--- src/rtl/core/rat_pkg.sv ---
// shared types, codes and reset constants of the relay allocation table
package rat_pkg;

  localparam int RAT_MAX_ALLOCS   = 64;
  localparam int RAT_MAX_PERMS    = 8;
  localparam int RAT_MAX_CHANNELS = 8;

  localparam logic [15:0] RST_DEFAULT_LIFE = 16'd600;
  localparam logic [15:0] RST_MAX_LIFE     = 16'd3600;
  localparam logic [15:0] RST_CHAN_LOW     = 16'd16384;
  localparam logic [15:0] RST_CHAN_HIGH    = 16'd32767;
  localparam logic [15:0] RST_PORT_BASE    = 16'd49152;
  localparam logic [15:0] RST_PERM_LIFE    = 16'd300;
  localparam logic [15:0] RST_CHAN_LIFE    = 16'd600;
  localparam logic [31:0] RST_NEXT_IDENT   = 32'd1;

  typedef enum logic [3:0] {
    MODE_ALLOC   = 4'd0,
    MODE_REFRESH = 4'd1,
    MODE_DEALLOC = 4'd2,
    MODE_FIND    = 4'd3,
    MODE_PERMIT  = 4'd4,
    MODE_CHECK   = 4'd5,
    MODE_BIND    = 4'd6,
    MODE_FINDCH  = 4'd7,
    MODE_EXPIRE  = 4'd8,
    MODE_COUNT   = 4'd9
  } mode_t;

  typedef enum logic [2:0] {
    STAT_OK       = 3'd0,
    STAT_NOTFOUND = 3'd1,
    STAT_FULL     = 3'd2,
    STAT_CONFLICT = 3'd3,
    STAT_RANGE    = 3'd4
  } status_t;

  typedef enum logic [2:0] {
    CFG_RELAY_ADDR   = 3'd0,
    CFG_DEFAULT_LIFE = 3'd1,
    CFG_MAX_LIFE     = 3'd2,
    CFG_CHAN_LOW     = 3'd3,
    CFG_CHAN_HIGH    = 3'd4,
    CFG_PORT_BASE    = 3'd5,
    CFG_PERM_LIFE    = 3'd6,
    CFG_CHAN_LIFE    = 3'd7
  } cfg_idx_t;

  // what a scan pass compares and does on a hit
  typedef enum logic [3:0] {
    K_FREE, K_ID, K_CLIENT, K_AEXP,
    K_PERM, K_PERML, K_CHAN, K_CHANL,
    K_PEXP, K_CEXP, K_CLRP, K_CLRC
  } scan_kind_t;

  typedef enum logic [3:0] {
    S_IDLE, S_RANGE, S_ASCAN, S_RSTART, S_RSCAN,
    S_CLRP0, S_CLRP, S_CLRC, S_SWA, S_SWP, S_SWC, S_REPLY
  } state_t;

  typedef struct packed {
    logic       load;
    logic       start;
    scan_kind_t kind;
    logic       run;
    logic       alloc;
    logic       sel;
    logic       drop;
    logic       refresh;
    logic       perm_wr;
    logic       chan_wr;
    logic       peer;
    logic       set_st;
    status_t    st;
  } cmd_t;

  typedef struct packed {
    logic done;
    logic hit;
    logic free;
    logic conflict;
    logic range_bad;
    logic life_zero;
  } sts_t;

  typedef struct packed {
    logic [31:0] ident;
    logic [31:0] caddr;
    logic [15:0] cport;
    logic [15:0] rport;
  } ainfo_t;

  typedef struct packed {
    logic        valid;
    logic [31:0] peer;
    logic [32:0] expiry;
  } perm_ent_t;

  typedef struct packed {
    logic        valid;
    logic [15:0] number;
    logic [31:0] paddr;
    logic [15:0] pport;
    logic [32:0] expiry;
  } chan_ent_t;

endpackage

--- src/rtl/core/rat_ctrl.sv ---
// request sequencer of the relay allocation table
module rat_ctrl import rat_pkg::*; (
  input  logic       clk,
  input  logic       rst_n,
  input  logic       start,
  input  logic [3:0] in_mode,
  input  sts_t       sts,
  output cmd_t       cmd,
  output logic       busy,
  output logic       reply
);

  state_t state_r, state_nxt;
  mode_t  mode_r;

  always_ff @(posedge clk) begin
    if (!rst_n) begin
      state_r <= S_IDLE;
      mode_r  <= MODE_COUNT;
    end else begin
      state_r <= state_nxt;
      if (state_r == S_IDLE && start) mode_r <= mode_t'(in_mode);
    end
  end

  always_comb begin
    state_nxt = state_r;
    cmd       = '0;
    cmd.kind  = K_FREE;
    cmd.st    = STAT_OK;
    busy      = (state_r != S_IDLE);
    reply     = 1'b0;
    unique case (state_r)
      S_IDLE: begin
        if (start) begin
          cmd.load = 1'b1;
          case (mode_t'(in_mode))
            MODE_ALLOC: begin
              cmd.start = 1'b1; cmd.kind = K_FREE; state_nxt = S_ASCAN;
            end
            MODE_REFRESH, MODE_DEALLOC, MODE_PERMIT, MODE_CHECK, MODE_FINDCH: begin
              cmd.start = 1'b1; cmd.kind = K_ID; state_nxt = S_ASCAN;
            end
            MODE_FIND: begin
              cmd.start = 1'b1; cmd.kind = K_CLIENT; state_nxt = S_ASCAN;
            end
            MODE_BIND:   state_nxt = S_RANGE;
            MODE_EXPIRE: begin
              cmd.start = 1'b1; cmd.kind = K_AEXP; state_nxt = S_SWA;
            end
            default:     state_nxt = S_REPLY;
          endcase
        end
      end
      S_RANGE: begin
        if (sts.range_bad) begin
          cmd.set_st = 1'b1; cmd.st = STAT_RANGE; state_nxt = S_REPLY;
        end else begin
          cmd.start = 1'b1; cmd.kind = K_ID; state_nxt = S_ASCAN;
        end
      end
      S_ASCAN: begin
        cmd.run = 1'b1;
        if (sts.done) begin
          state_nxt = S_REPLY;
          if (mode_r == MODE_ALLOC) begin
            if (sts.free) begin
              cmd.alloc = 1'b1; state_nxt = S_CLRP0;
            end else begin
              cmd.set_st = 1'b1; cmd.st = STAT_FULL;
            end
          end else if (!sts.hit) begin
            cmd.set_st = 1'b1; cmd.st = STAT_NOTFOUND;
          end else begin
            cmd.sel = 1'b1;
            case (mode_r)
              MODE_DEALLOC: cmd.drop = 1'b1;
              MODE_REFRESH: begin
                if (sts.life_zero) cmd.drop = 1'b1;
                else cmd.refresh = 1'b1;
              end
              MODE_PERMIT, MODE_CHECK, MODE_BIND, MODE_FINDCH: state_nxt = S_RSTART;
              default: ;
            endcase
          end
        end
      end
      S_RSTART: begin
        cmd.start = 1'b1;
        state_nxt = S_RSCAN;
        case (mode_r)
          MODE_PERMIT: cmd.kind = K_PERM;
          MODE_CHECK:  cmd.kind = K_PERML;
          MODE_BIND:   cmd.kind = K_CHAN;
          default:     cmd.kind = K_CHANL;
        endcase
      end
      S_RSCAN: begin
        cmd.run = 1'b1;
        if (sts.done) begin
          state_nxt = S_REPLY;
          case (mode_r)
            MODE_PERMIT: begin
              if (sts.hit || sts.free) cmd.perm_wr = 1'b1;
              else begin
                cmd.set_st = 1'b1; cmd.st = STAT_FULL;
              end
            end
            MODE_BIND: begin
              if (sts.hit && sts.conflict) begin
                cmd.set_st = 1'b1; cmd.st = STAT_CONFLICT;
              end else if (sts.hit || sts.free) begin
                cmd.chan_wr = 1'b1;
              end else begin
                cmd.set_st = 1'b1; cmd.st = STAT_FULL;
              end
            end
            MODE_FINDCH: begin
              if (sts.hit) cmd.peer = 1'b1;
              else begin
                cmd.set_st = 1'b1; cmd.st = STAT_NOTFOUND;
              end
            end
            default: begin
              if (!sts.hit) begin
                cmd.set_st = 1'b1; cmd.st = STAT_NOTFOUND;
              end
            end
          endcase
        end
      end
      S_CLRP0: begin
        cmd.start = 1'b1; cmd.kind = K_CLRP; state_nxt = S_CLRP;
      end
      S_CLRP: begin
        cmd.run = 1'b1;
        if (sts.done) begin
          cmd.run = 1'b0; cmd.start = 1'b1; cmd.kind = K_CLRC; state_nxt = S_CLRC;
        end
      end
      S_CLRC: begin
        cmd.run = 1'b1;
        if (sts.done) state_nxt = S_REPLY;
      end
      S_SWA: begin
        cmd.run = 1'b1;
        if (sts.done) begin
          cmd.run = 1'b0; cmd.start = 1'b1; cmd.kind = K_PEXP; state_nxt = S_SWP;
        end
      end
      S_SWP: begin
        cmd.run = 1'b1;
        if (sts.done) begin
          cmd.run = 1'b0; cmd.start = 1'b1; cmd.kind = K_CEXP; state_nxt = S_SWC;
        end
      end
      S_SWC: begin
        cmd.run = 1'b1;
        if (sts.done) state_nxt = S_REPLY;
      end
      S_REPLY: begin
        reply = 1'b1;
        state_nxt = S_IDLE;
      end
      default: state_nxt = S_IDLE;
    endcase
  end

endmodule

--- config.mk ---
export PLATFORM = sky130hd
export DESIGN_NAME = rat_ctrl
export DESIGN_NICKNAME = d
export VERILOG_FILES = /design/src/rtl/core/rat_pkg.sv /design/src/rtl/core/rat_ctrl.sv
export SDC_FILE = /design/constraint.sdc
export NUM_CORES = 1
export LEC_CHECK = 0
export ABC_AREA = 1
export BUFFER_PORTS_ARGS = -buffer_cell sky130_fd_sc_hd__buf_2
export CAP_MARGIN = 30
export CORE_MARGIN = 2
export CORE_UTILIZATION = 50
export CTS_CLUSTER_SIZE = 12
export DETAILED_ROUTE_END_ITERATION = 8
export PLACE_DENSITY = 0.79
export SYNTH_ARGS = -nofsm -noshare
export SYNTH_HDL_FRONTEND = slang
export SYNTH_SLANG_ARGS = --single-unit
export TNS_END_PERCENT = 30
--- constraint.sdc ---
create_clock -name clk -period 1.72 [get_ports clk]
set_input_delay 0.086 -clock clk [delete_from_list [all_inputs] [get_ports clk]]
set_output_delay 0.086 -clock clk [all_outputs]
set_load 0.03 [all_outputs]
==> flow_summary.json, run 1 <==
{
  "die_h_um": 49.30,
  "finalHoldViolations": 0,
  "holdPathStages": 2,
  "reg2reg_setup_slack_ps": 330,
  "fill_cells": 193,
  "die_area_mm2": 0.002430,
  "cts.reportedPaths.clkPinSlew_ps": 50,
  "synth_area_leaders": "nand2_1, dfxtp_1, inv_1",
  "synth_edf_count": 0,
  "die_w_um": 49.30,
  "start_util": 0.5284,
  "firstDrtPassIters": 5,
  "coreArea_mm2": 0.001942,
  "fin_crit_sh": 0.9522,
  "register_area_um2": 175.2,
  "synth_ff_type": "dfxtp_1",
  "async_flop_share": 0,
  "netlist_area_mm2": 0.001026,
  "crit_arrival_ps": 1550,
  "ys_warn_count": 0,
  "ys_seq_elements": 8,
  "postLayoutCellArea_mm2": 0.001376,
  "insertion_delay_ps": 250,
  "cp.required_ps": 1630,
  "htreeDepth": 1,
  "fin_cells": 256,
  "clock_path_buffers": 2,
  "multi_input_comb_area_um2": 809.5,
  "yosysTopAreaCellShare": 0.1793,
  "place_area_mm2": 0.001221,
  "placementRows": 16,
  "wl_per_cell_um": 11.95,
  "avgSynthCellArea_um2": 5.344,
  "gp_congestion": 0.9480,
  "cts_sinks": 8,
  "yosysUniqueCellTypes": 25,
  "grt_remaining_overflow": 0,
  "total_power_uw": 1711,
  "reg2reg_depth": 10,
  "min_path_type": "in -> reg",
  "maxCapViolations": 0,
  "fin_nets": 244,
  "route.detailed.drc": 0,
  "io_buffers": 32,
  "power.density_mw_per_mm2": 1243,
  "vias": 1388,
  "syn_to_final_growth_pct": 34.15,
  "hp-start": "rst_n",
  "grt_pass1_vias": 1233,
  "cts_tree": "done",
  "routed_wl_um": 3059,
  "synth_nets": 205,
  "min_period_ps": 1638,
  "grt_pass1_wl_um": 5078,
  "ant_nets": 0,
  "drt_iter0_markers": 75,
  "fin_util": 0.7088,
  "power_leakage_uw": 0.0007004,
  "yosysMostFrequentCell": "nand2_1",
  "pre_cts_slack_ps": 214.9,
  "crit_path_start_kind": "flip-flop",
  "place_inst": 250,
  "status": "complete, no violations",
  "ctsRootBufferMaster": "clkbuf_4",
  "max_slew_margin": 0.7944,
  "path_max_fanout": 6,
  "vdd_drop_max_mv": 1.085,
  "drv_slew": 0,
  "io_pins": 33,
  "cp-end-kind": "output port",
  "grt_max_degree": 10,
  "finalClockSkew_ps": 1.740,
  "critical_path_class": "reg -> out",
  "seq_area_frac_synth": 0.1561,
  "setup_viol": 0,
  "cts_buffers": 3,
  "via_per_inst": 5.422,
  "rr_startpoint": "state_r[3]",
  "setup_ws_ps": 82.15,
  "antenna_cells": 0,
  "drive_above_1_share": 0.3668,
  "dpl.hpwl_um": 2452,
  "synthCells": 192,
  "grt.total_usage": 0.2619,
  "max_freq_mhz": 610.6,
  "hold_end": "mode_r[3]",
  "rr_endpoint": "state_r[3]",
  "synth_top_area_cell": "nand2_1",
  "synthTopCellsByCount": "nand2_1, inv_1, nor2_1, nand3_1, a21oi_1",
  "worstMarginPinSlew_ps": 304.5,
  "antenna_found_initial": 0
}
==> registers in the layout, indices dropped and copies added (netlist names) <==
register  count
mode_r        4
state_r       4
==> worst max-delay path by stage <==
| stage | slack (ps) | startpoint | endpoint | cells after the start |
|---|---|---|---|---|
| 2_1_floorplan | -90 | state_r[1] | cmd[16] | 5 |
| 3_3_place_gp | 280 | state_r[3] | cmd[16] | 6 |
| 3_5_place_dp | 210 | state_r[3] | cmd[16] | 6 |
| 4_1_cts | -8 | state_r[3] | cmd[0] | 6 |
| 5_1_grt | -50 | mode_r[2] | cmd[1] | 9 |
| 6_report | 80 | state_r[3] | cmd[3] | 7 |
==> report_power, final <==
part           internal, uW  switching, uW
Sequential              262            114
Clock                  79.4           57.5
Combinational           389            808
Total                   731            980
==> what timing repair did <==
| item | 4_1_cts | 5_1_grt |
|---|---|---|
| endpoints found under the setup margin | 4 | 14 |
| pin swaps | 1 | 4 |
| setup buffers | 1 | 2 |
| resized for setup | 4 | 36 |
| hold buffers | 0 | 0 |
==> worst max-delay path, stage by stage (launching register included) <==
cell and delay [ps]:
dfxtp_2 360, inv_2 110, nand2_2 110, nor2_4 190
buf_4 150, o2111ai_1 100, nand3_1 100, buf_2 200
==> placed cells by master (no fill, tap or decap) <==
cell type,synthesis,layout
a21oi_2,0,1
nand3_2,2,3
inv_1,27,27
nor3b_2,0,1
buf_2,1,25
nor2_1,26,20
nand3b_1,1,1
clkbuf_4,0,3
nor3_2,0,1
buf_6,0,1
o22ai_1,1,1
nor2_4,3,8
inv_2,8,8
nor4_2,0,1
o21ai_1,2,2
nand2_4,1,2
o2111ai_1,4,4
o21ai_0,6,6
o31ai_2,0,1
o211ai_1,1,1
nand2_2,5,6
nand2_1,49,47
o31ai_1,2,1
nor3_1,5,4
nor2_2,5,6
o311ai_0,1,1
dfxtp_4,0,2
nand3_1,20,19
dfxtp_2,0,6
nand4_1,1,1
a21oi_1,11,10
buf_4,0,9
==> cell families (layout without fill, tap and decap cells) <==
| family | count (synthesis) | after routing | synth area share |
|---|---|---|---|
| and+or+nand+nor | 120 | 120 | 0.5476 |
| buffers and inverters | 36 | 73 | 0.1329 |
| AOI/OAI and AO/OA | 28 | 28 | 0.1634 |
| DFF | 8 | 8 | 0.1561 |
==> routing by layer <==
| metal | share of wire | up-vias | GRT usage |
|---|---|---|---|
| met2 | 0.49 | 60 | 0.4527 |
| met4 | 0.015 | 0 | 0.09048 |
| met5 | 0 | - | 0 |
| li1 | - | 699 | - |
| met3 | 0.063 | 7 | 0.01840 |
| met1 | 0.43 | 622 | 0.3396 |
==> final cells by class <==
| class | instances | share of cell area |
|---|---|---|
| flip-flops and latches | 8 | 0.1273 |
| clock buffers | 3 | 0.01636 |
| well taps | 27 | 0.02455 |
| inverters | 35 | 0.09545 |
| repair buffers | 35 | 0.1482 |
| multi-input cells | 148 | 0.5882 |
==> per-stage QoR <==
stage / setup TNS (ps) / hold WS [ps]
after floorplan: -86.42 / 184.6
after global placement: 0 / 323.1
after detailed placement: 0 / 343.4
after CTS: -24.13 / 79.76
after global routing: -92.51 / 83.69
final: 0 / 81.85
No activity file was read; power rests on OpenSTA's default activity.
==> inputs of run 2 (changes only) <==
ABC_AREA = unset   (was 1)
PLACE_DENSITY = 0.78   (was 0.79)
==> flow_summary.json, run 2 <==
{
  "tns_ps": -1297,
  "insertion_delay_ps": 260,
  "place_inst": 228,
  "maxCapViolations": 0,
  "gp_congestion": 0.9396,
  "holdBufCountCts": 0,
  "synth_fa_ha_area_frac": 0,
  "cts_buffers": 3,
  "timing.hold.ws_ps": 72.31,
  "die_area_mm2": 0.002485,
  "max_slew_margin": 0.7719,
  "rsz0062_at_grt": "yes",
  "cts_tree": "done",
  "io_pins": 33,
  "drive_above_1_share": 0.4612,
  "ant_nets": 0,
  "worstMarginPinSlew_ps": 340.8,
  "pre_cts_slack_ps": -45.05,
  "yosysMostFrequentCell": "nor2_1",
  "seq_area_frac_synth": 0.1524,
  "cpPeakStageDelay_ps": 570,
  "synth_area_leaders": "dfxtp_1, o21ai_0, nor2_1",
  "start_util": 0.5303,
  "fin_util": 0.8150,
  "cts_sinks": 8,
  "setup_ws_ps": -232.5,
  "synth_top_family_by_area": "simple AND/OR/NAND/NOR gates",
  "crit_arrival_ps": 1870,
  "layout_common_cells": "buf_4, buf_2, nor2_1",
  "synth_edf_count": 0,
  "synthCells": 158,
  "firstDrtPassIters": 4,
  "reg_top3": "mode_r x4, state_r x4",
  "antenna_found_initial": 0,
  "htreeDepth": 1,
  "slowest_stage": "or4b_4",
  "crit_path_start_kind": "flip-flop",
  "power_leakage_uw": 0.0006852,
  "critical_path_class": "reg -> out",
  "netlist_area_mm2": 0.001051,
  "setup_viol": 12,
  "violations": "setup timing",
  "fill_cells": 122,
  "die_h_um": 49.85,
  "synthSimpleGateAreaFrac": 0.3667,
  "grt_max_degree": 15,
  "synth_compound_area_frac": 0.3643,
  "status": "complete, but fails checks",
  "fin_cells": 233,
  "path_max_fanout": 4,
  "yosysTopAreaCellShare": 0.1524,
  "ys_warn_count": 0,
  "clock_path_buffers": 2,
  "cp.required_ps": 1630,
  "vdd_drop_max_mv": 0.8862,
  "finalHoldViolations": 0,
  "power.density_mw_per_mm2": 1332,
  "fin_nets": 221,
  "synth_mux_area_frac": 0.02857,
  "drv_slew": 0,
  "dpl.hpwl_um": 2662,
  "crit_family": "simple AND/OR/NAND/NOR gates",
  "cp-end-kind": "output port",
  "synth_xor_area_frac": 0.008333,
  "avgSynthCellArea_um2": 6.652,
  "drt_iter0_markers": 78,
  "mostFrequentLayoutCell": "buf_4",
  "yosysUniqueCellTypes": 49,
  "grt_pass1_vias": 1321,
  "vias": 1511,
  "fin_crit_sh": 1.135,
  "ctsRootBufferMaster": "clkbuf_4",
  "min_period_ps": 1953,
  "grt.total_usage": 0.3154,
  "grt_remaining_overflow": 0,
  "die_w_um": 49.85,
  "synthTopCellsByCount": "nor2_1, o21ai_0, a21oi_1, nand2_1, dfxtp_1",
  "ys_seq_elements": 8,
  "crit_chain": "or4b_4 -> a211o_1 -> o21ai_2 -> a31oi_1 -> o21bai_1 -> buf_4",
  "syn_to_final_growth_pct": 53.69,
  "io_buffers": 32,
  "route.detailed.drc": 0,
  "synth_ff_type": "dfxtp_1",
  "wl_per_cell_um": 17.06,
  "grt_pass1_wl_um": 6085,
  "via_per_inst": 6.485,
  "coreArea_mm2": 0.001982,
  "min_path_type": "in -> reg",
  "crit_buf_inv": 1,
  "synth_top_area_cell": "dfxtp_1",
  "placementRows": 16,
  "max_freq_mhz": 512.2,
  "async_flop_share": 0,
  "finalClockSkew_ps": 6.551,
  "cts.reportedPaths.clkPinSlew_ps": 50,
  "antenna_cells": 0,
  "routed_wl_um": 3975,
  "synth_nets": 171
}
[run 2: area by class of cell]
| type | count | area [um^2] | area share |
|---|---|---|---|
| repair buffers | 57 | 406.6 | 0.2517 |
| well taps | 27 | 33.78 | 0.02091 |
| multi-input cells | 131 | 957.2 | 0.5926 |
| flip-flops and latches | 8 | 168.9 | 0.1046 |
| clock buffers | 3 | 22.52 | 0.01394 |
| inverters | 7 | 26.28 | 0.01627 |
[run 2: worst register-to-register path: stages, from the launching register on]
cell and delay, ps:
dfxtp_1 310, buf_4 160, or4_4 540, or2_0 220, o2111a_2 180, a32o_1 220
[run 2: per-layer routing]
metal | global-route usage | vias to the layer above | part of all wire
li1 | - | 695 | -
met1 | 0.4015 | 699 | 0.39
met2 | 0.5444 | 98 | 0.49
met3 | 0.03939 | 19 | 0.089
met4 | 0.1065 | 0 | 0.029
met5 | 0 | - | 0
[run 2: cells by family (layout without fill, tap and decap cells)]
kind of cell    Yosys count  after routing
xor+xnor                  1              1
compound gates           56             56
flops                     8              8
buf+inv                  19             67
simple gates             71             71
mux                       3              3
[run 2: repair_timing]
action                                 4_1_cts  5_1_grt
buffers inserted                             2        0
endpoints found under the hold margin        0        0
pin swaps                                   11        4
gates resized for setup                     38       17
setup endpoints to repair                   14       18
[run 2: worst paths after layout]
check | from | cells past startpoint | slack, ps | endpoint
max | state_r[1] | 6 | -230 | cmd[3]
min | rst_n | 2 | 70 | mode_r[3]
max reg2reg | state_r[3] | 5 | -20 | state_r[0]
min reg2reg | mode_r[0] | 2 | 520 | mode_r[0]
[run 2: stage by stage]
stage | instance area [um^2] | power, uW
finish | 1615 | 2151
global route | 1615 | 2287
CTS | 1554 | 2001
detailed placement | 1401 | 1696
global placement | 1401 | 1659
floorplan | 1092 | 1243
[run 2: power breakdown]
group          internal (uW)  switching [uW]  total (uW)
Combinational            720             984        1700
Clock                   79.8            63.3         143
Sequential               248            56.1         304
Total                   1050            1100        2150
